`config.mk`:
```
export PLATFORM = sky130hd
export DESIGN_NAME = disk_block_sector_mapper
export DESIGN_NICKNAME = d
export VERILOG_FILES = /design/src/dbsm_pkg.sv /design/src/dbsm_front.sv /design/src/dbsm_queue.sv /design/src/dbsm_back.sv /design/src/disk_block_sector_mapper.sv
export SDC_FILE = /design/constraint.sdc
export NUM_CORES = 1
export LEC_CHECK = 0
export ABC_AREA = 1
export BUFFER_PORTS_ARGS = -buffer_cell sky130_fd_sc_hd__buf_2
export CAP_MARGIN = 30
export CORE_ASPECT_RATIO = 0.8
export CORE_MARGIN = 2
export CORE_UTILIZATION = 45
export DETAILED_ROUTE_END_ITERATION = 16
export GPL_TIMING_DRIVEN = 0
export PLACE_DENSITY_LB_ADDON = 0.15
export SKIP_LAST_GASP = 1
export SYNTH_ARGS = -nofsm -noshare
export SYNTH_HDL_FRONTEND = slang
export SYNTH_HIERARCHICAL = 1
export SYNTH_SLANG_ARGS = --single-unit
```
`constraint.sdc`:
```
create_clock -name clk -period 5.26 [get_ports clk]
set_input_delay 0.263 -clock clk [delete_from_list [all_inputs] [get_ports clk]]
set_output_delay 0.263 -clock clk [all_outputs]
set_load 0.05 [all_outputs]
```
`src/dbsm_pkg.sv`:
```
// Package for the disk block sector mapper: payload structs, job record,
// status and register index codes. No dependencies.
package dbsm_pkg;

  localparam int unsigned CHUNK_BYTES = 256;
  localparam int unsigned QUEUE_DEPTH = 2;

  // Status codes carried on every descriptor.
  localparam logic [1:0] ST_OK          = 2'd0;
  localparam logic [1:0] ST_NOT_MOUNTED = 2'd1;
  localparam logic [1:0] ST_READ_ONLY   = 2'd2;
  localparam logic [1:0] ST_RANGE       = 2'd3;

  // Request kinds.
  localparam logic KIND_READ  = 1'b0;
  localparam logic KIND_WRITE = 1'b1;

  // Configuration register indexes.
  localparam logic [2:0] REG_MOUNTED   = 3'd0;
  localparam logic [2:0] REG_READ_ONLY = 3'd1;
  localparam logic [2:0] REG_TRANSLATE = 3'd2;
  localparam logic [2:0] REG_SKEW      = 3'd3;
  localparam logic [2:0] REG_DISK_SIZE = 3'd4;

  typedef struct packed {
    logic               kind;
    logic [2:0]         unit_id;
    logic [15:0]        block_number;
    logic [15:0]        length_bytes;
    logic [15:0]        memory_base;
    logic signed [15:0] memory_offset;
  } in_item_t;

  typedef struct packed {
    logic [1:0]         status;
    logic [24:0]        disk_byte_offset;
    logic [15:0]        chunk_memory_base;
    logic signed [15:0] chunk_memory_offset;
    logic [8:0]         chunk_bytes;
    logic               last;
  } out_item_t;

  // Classified request handed from the front to the back.
  typedef struct packed {
    logic [1:0]  status;
    logic        single;
    logic        xlate;
    logic [12:0] track;
    logic [3:0]  sector;
    logic [14:0] length;
    logic [15:0] memory_base;
    logic [15:0] memory_offset;
  } job_t;

  // Handshake between a producer and the job queue.
  typedef struct packed {
    logic valid;
    logic full;
  } q_status_t;

endpackage

```
`src/dbsm_front.sv`:
```
// Front end: accepts requests, checks them and builds a job record.
// Depends on dbsm_pkg.
module dbsm_front #(
  parameter int unsigned UNIT_COUNT = 8,
  parameter int unsigned MAX_CHUNKS = 64
) (
  input  logic              clk,
  input  logic              rst_n,
  input  logic              in_valid,
  output logic              in_stall,
  input  dbsm_pkg::in_item_t in_item,
  input  logic [7:0]        mounted_units,
  input  logic [7:0]        read_only_units,
  input  logic [7:0]        translate_units,
  input  logic [25:0]       disk_size_bytes,
  input  logic              q_full,
  output logic              push_valid,
  output dbsm_pkg::job_t    push_job
);
  import dbsm_pkg::*;

  logic        job_valid_r, job_valid_nxt;
  job_t        job_r, job_nxt;
  logic        accept;
  logic        unit_ok;
  logic [26:0] end_byte;
  logic        too_long;
  logic [1:0]  status;

  assign in_stall   = job_valid_r && q_full;
  assign accept     = in_valid && !in_stall;
  assign push_valid = job_valid_r;
  assign push_job   = job_r;

  // Checks in priority order: mounted, read-only, disk size, chunk count.
  always_comb begin
    unit_ok  = ({1'b0, in_item.unit_id} < 4'(UNIT_COUNT))
               && mounted_units[in_item.unit_id];
    end_byte = 27'({in_item.block_number, 9'd0}) + 27'(in_item.length_bytes);
    too_long = 17'(in_item.length_bytes) > 17'(MAX_CHUNKS * CHUNK_BYTES);
    if (!unit_ok) begin
      status = ST_NOT_MOUNTED;
    end else if (in_item.kind == KIND_WRITE && read_only_units[in_item.unit_id]) begin
      status = ST_READ_ONLY;
    end else if (end_byte > {1'b0, disk_size_bytes}) begin
      status = ST_RANGE;
    end else if (too_long) begin
      status = ST_RANGE;
    end else begin
      status = ST_OK;
    end
  end

  // Build the job: start track and sector come straight from the block number.
  always_comb begin
    job_nxt.status        = status;
    job_nxt.single        = (status != ST_OK) || (in_item.length_bytes == 16'd0);
    job_nxt.xlate         = translate_units[in_item.unit_id];
    job_nxt.track         = in_item.block_number[15:3];
    job_nxt.sector        = {in_item.block_number[2:0], 1'b0};
    job_nxt.length        = in_item.length_bytes[14:0];
    job_nxt.memory_base   = in_item.memory_base;
    job_nxt.memory_offset = in_item.memory_offset;
  end

  // The holding register empties as soon as the queue takes its job.
  always_comb begin
    job_valid_nxt = job_valid_r;
    if (accept) begin
      job_valid_nxt = 1'b1;
    end else if (!q_full) begin
      job_valid_nxt = 1'b0;
    end
  end

  always_ff @(posedge clk) begin
    if (!rst_n) begin
      job_valid_r <= 1'b0;
    end else begin
      job_valid_r <= job_valid_nxt;
    end
  end

  always_ff @(posedge clk) begin
    if (accept) begin
      job_r <= job_nxt;
    end
  end

endmodule

```
`src/dbsm_queue.sv`:
```
// Short job queue between the front and the back end.
// Depends on dbsm_pkg.
module dbsm_queue (
  input  logic                clk,
  input  logic                rst_n,
  input  logic                push_valid,
  input  dbsm_pkg::job_t      push_job,
  input  logic                pop,
  output dbsm_pkg::q_status_t q_status,
  output dbsm_pkg::job_t      head_job
);
  import dbsm_pkg::*;

  localparam int unsigned PTR_W = (QUEUE_DEPTH > 1) ? $clog2(QUEUE_DEPTH) : 1;
  localparam int unsigned CNT_W = $clog2(QUEUE_DEPTH + 1);

  job_t             mem [QUEUE_DEPTH];
  logic [PTR_W-1:0] wr_ptr_r, wr_ptr_nxt;
  logic [PTR_W-1:0] rd_ptr_r, rd_ptr_nxt;
  logic [CNT_W-1:0] count_r, count_nxt;
  logic             do_push, do_pop;

  assign q_status.full  = (count_r == CNT_W'(QUEUE_DEPTH));
  assign q_status.valid = (count_r != '0);
  assign head_job       = mem[rd_ptr_r];
  assign do_push        = push_valid && !q_status.full;
  assign do_pop         = pop && q_status.valid;

  // Pointer and fill count update.
  always_comb begin
    wr_ptr_nxt = wr_ptr_r;
    rd_ptr_nxt = rd_ptr_r;
    if (do_push) begin
      wr_ptr_nxt = (wr_ptr_r == PTR_W'(QUEUE_DEPTH - 1)) ? '0 : wr_ptr_r + 1'b1;
    end
    if (do_pop) begin
      rd_ptr_nxt = (rd_ptr_r == PTR_W'(QUEUE_DEPTH - 1)) ? '0 : rd_ptr_r + 1'b1;
    end
    count_nxt = count_r + CNT_W'(do_push) - CNT_W'(do_pop);
  end

  always_ff @(posedge clk) begin
    if (!rst_n) begin
      wr_ptr_r <= '0;
      rd_ptr_r <= '0;
      count_r  <= '0;
    end else begin
      wr_ptr_r <= wr_ptr_nxt;
      rd_ptr_r <= rd_ptr_nxt;
      count_r  <= count_nxt;
    end
  end

  always_ff @(posedge clk) begin
    if (do_push) begin
      mem[wr_ptr_r] <= push_job;
    end
  end

endmodule

```
`src/dbsm_back.sv`:
```
// Back end: walks a job chunk by chunk and drives the descriptor register.
// Depends on dbsm_pkg.
module dbsm_back (
  input  logic                clk,
  input  logic                rst_n,
  input  dbsm_pkg::q_status_t q_status,
  input  dbsm_pkg::job_t      head_job,
  output logic                pop,
  input  logic [63:0]         skew_table,
  output logic                out_valid,
  input  logic                out_stall,
  output dbsm_pkg::out_item_t out_item
);
  import dbsm_pkg::*;

  logic        active_r, active_nxt;
  logic [1:0]  status_r;
  logic        single_r;
  logic        xlate_r;
  logic [12:0] track_r;
  logic [3:0]  sector_r;
  logic [14:0] rem_r;
  logic [15:0] mbase_r;
  logic [15:0] off_r;
  logic        out_valid_r, out_valid_nxt;
  out_item_t   out_item_r, out_item_nxt;

  logic        emit;
  logic [8:0]  size;
  logic [14:0] rem_nxt;
  logic [3:0]  phys_sector;

  assign pop       = !active_r && q_status.valid;
  assign emit      = active_r && (!out_valid_r || !out_stall);
  assign out_valid = out_valid_r;
  assign out_item  = out_item_r;

  // Chunk size, remaining count and skewed sector for the current chunk.
  always_comb begin
    size        = (rem_r < 15'(CHUNK_BYTES)) ? rem_r[8:0] : 9'(CHUNK_BYTES);
    rem_nxt     = rem_r - 15'(size);
    phys_sector = xlate_r ? skew_table[{sector_r, 2'b00} +: 4] : sector_r;
  end

  // Descriptor for the current chunk, or the lone descriptor of an
  // error or empty request.
  always_comb begin
    out_item_nxt.status            = status_r;
    out_item_nxt.chunk_memory_base = mbase_r;
    out_item_nxt.chunk_memory_offset = off_r;
    if (single_r) begin
      out_item_nxt.disk_byte_offset = '0;
      out_item_nxt.chunk_bytes      = '0;
      out_item_nxt.last             = 1'b1;
    end else begin
      out_item_nxt.disk_byte_offset = {track_r, phys_sector, 8'h00};
      out_item_nxt.chunk_bytes      = size;
      out_item_nxt.last             = (rem_nxt == '0);
    end
  end

  // Run control: a job is loaded when idle and retired with its last chunk.
  always_comb begin
    active_nxt = active_r;
    if (pop) begin
      active_nxt = 1'b1;
    end else if (emit && out_item_nxt.last) begin
      active_nxt = 1'b0;
    end
    out_valid_nxt = out_valid_r;
    if (emit) begin
      out_valid_nxt = 1'b1;
    end else if (!out_stall) begin
      out_valid_nxt = 1'b0;
    end
  end

  always_ff @(posedge clk) begin
    if (!rst_n) begin
      active_r    <= 1'b0;
      out_valid_r <= 1'b0;
    end else begin
      active_r    <= active_nxt;
      out_valid_r <= out_valid_nxt;
    end
  end

  // Walk state: sector wraps to the next track after fifteen.
  always_ff @(posedge clk) begin
    if (pop) begin
      status_r <= head_job.status;
      single_r <= head_job.single;
      xlate_r  <= head_job.xlate;
      track_r  <= head_job.track;
      sector_r <= head_job.sector;
      rem_r    <= head_job.length;
      mbase_r  <= head_job.memory_base;
      off_r    <= head_job.memory_offset;
    end else if (emit && !single_r) begin
      rem_r    <= rem_nxt;
      off_r    <= off_r + 16'(size);
      sector_r <= sector_r + 4'd1;
      if (sector_r == 4'hF) begin
        track_r <= track_r + 13'd1;
      end
    end
  end

  always_ff @(posedge clk) begin
    if (emit) begin
      out_item_r <= out_item_nxt;
    end
  end

endmodule

```
`src/disk_block_sector_mapper.sv`:
```
// Top level of the disk block sector mapper: configuration registers and
// the front, queue and back end. Depends on dbsm_pkg and the dbsm_ modules.
//
//  Channel  Direction  Handshake         Payload
//  in_      input      in_valid/in_stall    dbsm_pkg::in_item_t
//  out_     output     out_valid/out_stall  dbsm_pkg::out_item_t
//  cfg_     input      cfg_we (no wait)     cfg_index, cfg_wdata
//
// A request yields one descriptor per 256-byte chunk, one per cycle from the
// back end's walk loop while out_stall is low (up to 64 chunks per request);
// the next job is loaded from the queue only after the last chunk is emitted.
// Accepted requests pass the front's holding register and the queue first.
// Reset is synchronous and active low; it empties the queue and output.
// The two-entry queue lets the front keep accepting while the output stalls.
module disk_block_sector_mapper #(
  parameter int unsigned UNIT_COUNT = 8,
  parameter int unsigned MAX_CHUNKS = 64
) (
  input  logic                clk,
  input  logic                rst_n,
  input  logic                in_valid,
  output logic                in_stall,
  input  dbsm_pkg::in_item_t  in_item,
  output logic                out_valid,
  input  logic                out_stall,
  output dbsm_pkg::out_item_t out_item,
  input  logic                cfg_we,
  input  logic [2:0]          cfg_index,
  input  logic [63:0]         cfg_wdata
);
  import dbsm_pkg::*;

  logic [7:0]  mounted_r;
  logic [7:0]  read_only_r;
  logic [7:0]  translate_r;
  logic [63:0] skew_r;
  logic [25:0] disk_size_r;

  logic        push_valid;
  job_t        push_job;
  job_t        head_job;
  q_status_t   q_status;
  logic        pop;

  // Configuration registers; unknown indexes are ignored.
  always_ff @(posedge clk) begin
    if (!rst_n) begin
      mounted_r   <= '0;
      read_only_r <= '0;
      translate_r <= '0;
      skew_r      <= '0;
      disk_size_r <= '0;
    end else if (cfg_we) begin
      case (cfg_index)
        REG_MOUNTED:   mounted_r   <= cfg_wdata[7:0];
        REG_READ_ONLY: read_only_r <= cfg_wdata[7:0];
        REG_TRANSLATE: translate_r <= cfg_wdata[7:0];
        REG_SKEW:      skew_r      <= cfg_wdata;
        REG_DISK_SIZE: disk_size_r <= cfg_wdata[25:0];
        default: begin
        end
      endcase
    end
  end

  dbsm_front #(
    .UNIT_COUNT(UNIT_COUNT),
    .MAX_CHUNKS(MAX_CHUNKS)
  ) u_front (
    .clk             (clk),
    .rst_n           (rst_n),
    .in_valid        (in_valid),
    .in_stall        (in_stall),
    .in_item         (in_item),
    .mounted_units   (mounted_r),
    .read_only_units (read_only_r),
    .translate_units (translate_r),
    .disk_size_bytes (disk_size_r),
    .q_full          (q_status.full),
    .push_valid      (push_valid),
    .push_job        (push_job)
  );

  dbsm_queue u_queue (
    .clk        (clk),
    .rst_n      (rst_n),
    .push_valid (push_valid),
    .push_job   (push_job),
    .pop        (pop),
    .q_status   (q_status),
    .head_job   (head_job)
  );

  dbsm_back u_back (
    .clk        (clk),
    .rst_n      (rst_n),
    .q_status   (q_status),
    .head_job   (head_job),
    .pop        (pop),
    .skew_table (skew_r),
    .out_valid  (out_valid),
    .out_stall  (out_stall),
    .out_item   (out_item)
  );

  // An error descriptor is always the lone, empty, final one.
  a_error_single: assert property (@(posedge clk) disable iff (!rst_n)
    out_valid && out_item.status != ST_OK |-> out_item.last && out_item.chunk_bytes == 9'd0)
    else $error("error descriptor is not a single final item");

  // Every chunk but the last of a request is a full chunk.
  a_full_chunks: assert property (@(posedge clk) disable iff (!rst_n)
    out_valid && !out_item.last |-> out_item.chunk_bytes == 9'(CHUNK_BYTES))
    else $error("short chunk before the end of a request");

  // The back end only loads a job from a non-empty queue.
  a_pop_valid: assert property (@(posedge clk) disable iff (!rst_n)
    pop |-> q_status.valid)
    else $error("job loaded from an empty queue");

  // Reset leaves no descriptor pending.
  a_reset_out: assert property (@(posedge clk)
    !rst_n |=> !out_valid)
    else $error("descriptor pending after reset");

endmodule
```
## Word level (Yosys, flattened, before mapping)

Memories as Yosys holds them, arrays and structs flattened. A register that Yosys moved wholly into a read port is not among the register bits.
Cells that the tools add are included.

- Add/sub/neg operators: 9
- Mux-type cells: 34
- Bitwise logic cells: 0
- Divide/modulo/power cells: 0
- Multiply operators: 0
- Equal/unequal tests: 8
- Shift operators: 1
- Reductions and logical operators: 31
- Magnitude comparators: 4

Operators with widths:

| cell | number |
|---|---|
| $shiftx 64x7->4 | 1 |
| $mux 13 | 3 |
| $mux 16 | 2 |
| $mux 15 | 2 |
| $gt 27x26->1 | 1 |
| $add 25x16->26 | 1 |
| $add 16x9->16 | 1 |
| $gt 16x15->1 const B | 1 |
| $logic_not 16->1 | 1 |
| $mux 1 | 16 |
| $logic_not 15->1 | 1 |
| $lt 15x9->1 const B | 1 |
| $sub 15x9->15 | 1 |
| $add 13x1->13 const B | 1 |
| $mux 4 | 3 |
| $reduce_and 2->1 | 6 |
| $reduce_bool 2->1 | 5 |
| $bmux 1 s3 | 3 |
| $logic_and 1x1->1 | 9 |
| $mux 9 | 1 |
| $mux 2 | 4 |
| $eq 3x2->1 const B | 2 |
| $logic_not 1->1 | 6 |
| $add 4x1->4 const B | 1 |
| 12 further kinds | 14 |

- Bits in writable memories: 134
- Flip-flop bits (word level): 325
- Memories: 1
- Latch bits: 0
- Output and inout bits: 71
- Bits in read-only memories: 0
- Logic and storage cells: 122

Memories:

| memory | words | bits a word | rd ports | clocked after memory_dff | write ports | RTL line | text |
|---|---|---|---|---|---|---|---|
| u_queue.mem | 2 | 67 | 1 | 1 | 1 | dbsm_queue.sv:17 | `job_t mem [QUEUE_DEPTH];` |

## Longest topological paths before layout

- Depth in word-level cells: 8
- Depth in mapped cells: 23
- Gate-level depth less buffers: 23

## Cells and area by module

The synthesis kept the hierarchy.

By module, submodules not included:

| module | instances | area an instance (sq um) | cells an instance |
|---|---|---|---|
| dbsm_back | 1 | 6,573.8 | 661 |
| dbsm_queue | 1 | 5,245.0 | 250 |
| disk_block_sector_mapper | 1 | 4,768.3 | 696 |
| dbsm_front | 1 | 3,621.0 | 349 |

## Least setup slack after synthesis

No wires, ideal clock.

- Kind: reg2reg
- Start point: register u_back.out_valid_r (netlist: u_back/out_valid)
- End point: register u_back.track_r[0], enable pin
- Library setup time: 401 ps
- Slack: -77 ps
- Stages on the path, launching flop included: 4
- Buffers on the path: 0
- Arrival time: 4,936 ps
- Cells stage by stage: dfxtp_1 a21oi_1 nand2_1 o21ai_0

- Cells in the longest elaborated chain, start to end: 6

RTL lines:

| what | RTL line | text |
|---|---|---|
| from (decl) | dbsm_back.sv:25 | `logic out_valid_r, out_valid_nxt;` |
| from (signal assigned) | dbsm_back.sv:84 | `out_valid_r <= out_valid_nxt;` |
| $logic_not 1->1 | dbsm_back.sv:34 | `assign emit = active_r && (!out_valid_r \|\| !out_stall);` |
| $logic_or 1x1->1 | dbsm_back.sv:34 |  |
| $logic_and 1x1->1 | dbsm_back.sv:34 |  |
| net u_back.emit | dbsm_back.sv:28 | `logic emit;` |
| $logic_and 1x1->1 | dbsm_back.sv:99 | `end else if (emit && !single_r) begin` |
| $reduce_bool 2->1 (no line) | -- |  |
| $reduce_and 2->1 (no line) | -- |  |
| to (signal assigned) | dbsm_back.sv:94 | `track_r <= head_job.track;` |
| to (signal assigned) | dbsm_back.sv:104 | `track_r <= track_r + 13'd1;` |
| to (decl) | dbsm_back.sv:20 | `logic [12:0] track_r;` |

The timed path passes the listed nets, and every way through them passes these cells.
A chain may end at the register's enable or synchronous reset.

## Worst setup path after layout

- Start point: register u_back.rem_r[10]
- End point: register u_back.off_r[12] (data pin)

- Cells in the longest elaborated chain, start to end: 5

RTL lines:

| what | RTL line | text |
|---|---|---|
| from (decl) | dbsm_back.sv:22 | `logic [14:0] rem_r;` |
| from (signal assigned) | dbsm_back.sv:96 | `rem_r <= head_job.length;` |
| from (signal assigned) | dbsm_back.sv:100 | `rem_r <= rem_nxt;` |
| $lt 15x9->1 | dbsm_back.sv:40 | `size = (rem_r < 15'(CHUNK_BYTES)) ? rem_r[8:0] : 9'(CHUNK_BYTES);` |
| $mux 9 | dbsm_back.sv:40 |  |
| net u_back.size[8] | dbsm_back.sv:29 | `logic [8:0] size;` |
| $add 16x9->16 | dbsm_back.sv:101 | `off_r <= off_r + 16'(size);` |
| $mux 16 | dbsm_back.sv:99 |  |
| $mux 16 | dbsm_back.sv:90 | `if (pop) begin` |
| to (signal assigned) | dbsm_back.sv:98 | `off_r <= head_job.memory_offset;` |
| to (signal assigned) | dbsm_back.sv:101 |  |
| to (decl) | dbsm_back.sv:24 | `logic [15:0] off_r;` |

The timed path passes the listed nets, and every way through them passes these cells. The select of a mux whose other input is x is not followed.

==> results by group <==
Worst setup path
  • CP max FO: 10
  • Most used cell, CP: inv_1
  • Startpoint Class: flip-flop
  • Crit-path max cell delay: 0.48 ns
  • Setup crit end kind: flip-flop
  • Delay-heaviest family, CP: simple AND/OR/NAND/NOR gates
  • Slowest-stage cell, CP: edfxtp_1
  • Critical path type: flip-flop to flip-flop
  • Critical Path AT: 3.66 ns
  • Worst EP required: 5.55 ns
  • Bufs and invs on worst path: 7
  • CP cell instances: inv_1 -> nand2_1 -> nor2_4 -> nand2_2 -> buf_6 -> clkbuf_1 -> nor2_1 -> ha_1 -> inv_1 -> fa_1 -> inv_1 -> nand3_1 -> nand2_1 -> a21oi_1 -> inv_1 -> nand3_1 -> nand2_1 -> inv_1 -> o21ai_0 -> a31oi_1

Synth
  • Largest area contributor in the netlist: edfxtp_1
  • Synth unique cells: 58
  • Top FF cell, synth: edfxtp_1
  • Count leader, synth: nor2_1
  • Mean post-synth cell area: 10.3 µm²
  • Share of the synthesized area in the top cell type: 49.3%
  • Yosys warnings: 6
  • Synthesized area: 20200 µm²
  • Post-synthesis sequential area ratio: 61.4%
  • Post-Synthesis Cells: 1956
  • Synth area leaders: edfxtp_1 (49%), dfxtp_1 (12%), nor2_1 (6.7%)
  • Most frequent cells after synthesis: nor2_1 (361), edfxtp_1 (332), nand2_1 (331)
  • Post-synth ARST share: 0%
  • Register bit count reported by yosys: 454
  • Post-synth EDFFs: 332

Cells and area
  • Layout Nets: 2494
  • Fin area: 24600 µm²
  • Area grow syn2layout: 21.8%
  • Finished Core Util: 55.5%
  • Ratio of cells with drive above 1 in the final layout: 20.1%

Floorplan
  • Initial Utilization: 45.5%
  • Die area: 46600 µm²
  • Std-Cell Rows: 69
  • Top Ports: 211
  • Width of the die: 241 µm
  • Core ar.: 44400 µm²
  • Chip Height: 194 µm

Place
  • RePlAce Congestion: 0.887
  • DPL Wire Length: 35400 µm
  • DP Area: 22200 µm²
  • Port Buffer Count: 201
  • Pre-CTS setup slack: 1.83 ns

Timing
  • Tcrit/Tclk final: 64.0%
  • Worst Clk Skew: 0.0171 ns
  • Setup TNS: 0 ns
  • Final Max Slew Viols: 0
  • Slew HR: 38.4%
  • Final setup violation count: 0
  • Fmax: 0.297 GHz
  • Min cycle time layout: 3.37 ns
  • Final hold viol count: 0
  • Unrepaired setup endpoints after global routing: no
  • Final Worst Setup Slack: 1.89 ns
  • Worst-Margin Slew: 0.921 ns

Drt
  • WL/cell: 16.8 µm
  • Initial DRT Pass Iterations: 5
  • Iter 0 DRT Violations: 1031
  • Post-DRT Antenna Nets: 0
  • Routed wire length: 49400 µm
  • Vias: 14600
  • Via/cell ratio: 4.96
  • Post-route DRC: 0

Power
  • Switch share: 34.9%
  • Power Total: 0.0121 W
  • Comb pwr share: 30.0%
  • Switch Pwr: 0.00422 W
  • Int Power: 0.00790 W
  • Power per cell area: 492 nW/µm²
  • VDD IR max: 0.286 mV
  • Seq pwr share: 42.1%
  • Leakage dissipation: 10.0 nW
  • Clock group share of total power: 27.9%

Clock network
  • Clock transition at the registers of the reported paths: 0.06 ns
  • PostCTS Resize Cnt: 0
  • Sink Count: 454
  • Root buf cell: clkbuf_16
  • Post-CTS Setup Inserts: 0
  • Hold buffers post-CTS: 81
  • Max H-tree Level: 2
  • Total CTS buffers: 47
  • Worst-Skew Late Latency: 0.57 ns
  • TritonCTS clock tree: yes
  • CTS Buffer Depth: 3

Min path
  • Tightest Hold Check Type: primary input to flip-flop

GRT
  • Vias in the first global route: 14200
  • Largest net degree at the start of global routing: 62
  • Initial antenna violation count: 1
  • Gr usage total: 21.4%
  • First-pass GRT wire length: 76800 µm
  • Overflow after GRT: 0

Run
  • Max Cap Viol: 0

Run status
  • Status: finished, final reports clean
[kinds of logic (layout without fill, tap and decap cells)]
| kind of cell | Yosys count | in the layout | synth area share, % |
|---|---|---|---|
| AO/OA/AOI/OAI | 164 | 164 | 4.83 |
| XOR/XNOR | 26 | 26 | 1.16 |
| adder cells (fa/ha/maj) | 50 | 50 | 3.17 |
| buffers and inverters | 281 | 657 | 6.32 |
| flip-flops | 454 | 454 | 61.4 |
| multiplexers | 68 | 68 | 4.16 |
| other | 3 | 12 | 0.0557 |
| AND/OR/NAND/NOR | 910 | 910 | 18.9 |
[through the flow]
stage | cells | hold WS, ns
after floorplan | 1964 | 0.356
after global placement | 2768 | 0.401
after detailed placement | 2777 | 0.405
after CTS | 2943 | 0.00174
after global routing | 2944 | 0.0174
final | 2944 | 0.0263
[routing by layer]
layer,wire [µm],GRT usage (%),vias to the layer above
met3,3040,4.07,69
met2,22700,34.1,431
met5,0,0,-
met1,22600,30.1,6856
met4,1030,5.81,0
li1,-,-,7245
[registers in the layout, indices dropped and copies added, names as in the netlist, 2 cells and up, named ones only]
register and count:
u_back/status_r 2, skew_r 64, u_back/mbase_r 16, u_front/push_job 67, mounted_r 8, u_back/sector_r 4, u_back/off_r 16, translate_r 8
read_only_r 8, u_back/out_item 61, u_queue/mem 136, disk_size_r 26, u_queue/count_r 2, u_back/track_r 13, u_back/rem_r 15
[worst reg2reg max path: stages, from the launching register on]
cell	delay [ns]
edfxtp_1	0.48
inv_1	0.13
nand2_1	0.09
nor2_4	0.11
nand2_2	0.10
buf_6	0.16
clkbuf_1	0.23
nor2_1	0.16
ha_1	0.18
inv_1	0.06
fa_1	0.41
inv_1	0.08
nand3_1	0.06
nand2_1	0.13
a21oi_1	0.08
inv_1	0.08
nand3_1	0.07
nand2_1	0.16
inv_1	0.07
o21ai_0	0.14
a31oi_1	0.09
[cells in the final DEF (no fill, tap or decap), drive strengths merged, types with 3 or more instances in the layout]
cell           n
nor2         373
nand2        344
edfxtp       332
buf          275
inv          193
nand3        158
dfxtp        122
dlygate4sd3   81
clkbuf        78
o21ai         69
mux2          68
ha            48
a21oi         43
xor2          22
nor3          18
clkinv        17
a31oi         15
conb          11
clkinvlp       7
o22ai          7
bufinv         6
o211ai         6
nor4           6
o31ai          5
nand3b         4
o221ai         4
xnor2          4
or2            4
nand4          3
[worst paths after layout]
check                                       start  depth (start not counted)  slack, ns                  end
worst max-delay path             u_back/rem_r[10]                         20       1.89     u_back/off_r[12]
worst min-delay path                cfg_wdata[33]                          5       0.03           skew_r[33]
worst max register to register   u_back/rem_r[10]                         20       1.89     u_back/off_r[12]
worst min register to register  u_back/mbase_r[6]                          0       0.42  u_back/out_item[32]
[power groups by stage]
stage	registers (W)	clock network (W)	logic, W
after floorplan	0.00564	0	0.00196
after global placement	0.00521	0	0.00343
after detailed placement	0.00518	0	0.00359
after CTS	0.00510	0.00348	0.00365
after global routing	0.00517	0.00362	0.00400
final	0.00510	0.00338	0.00364
[area by class of cell]
cell class | count | area (µm²)
fill | 3912 | 19800
sequential | 454 | 12400
multi-input combinational | 1229 | 6580
timing repair buffer | 291 | 2020
clock buffer | 56 | 1250
tap | 603 | 754
inverter | 194 | 731
buffer | 87 | 549
clock inverter | 29 | 319
antenna | 1 | 2.50
Note: power is estimated with default switching activity, not from simulation.
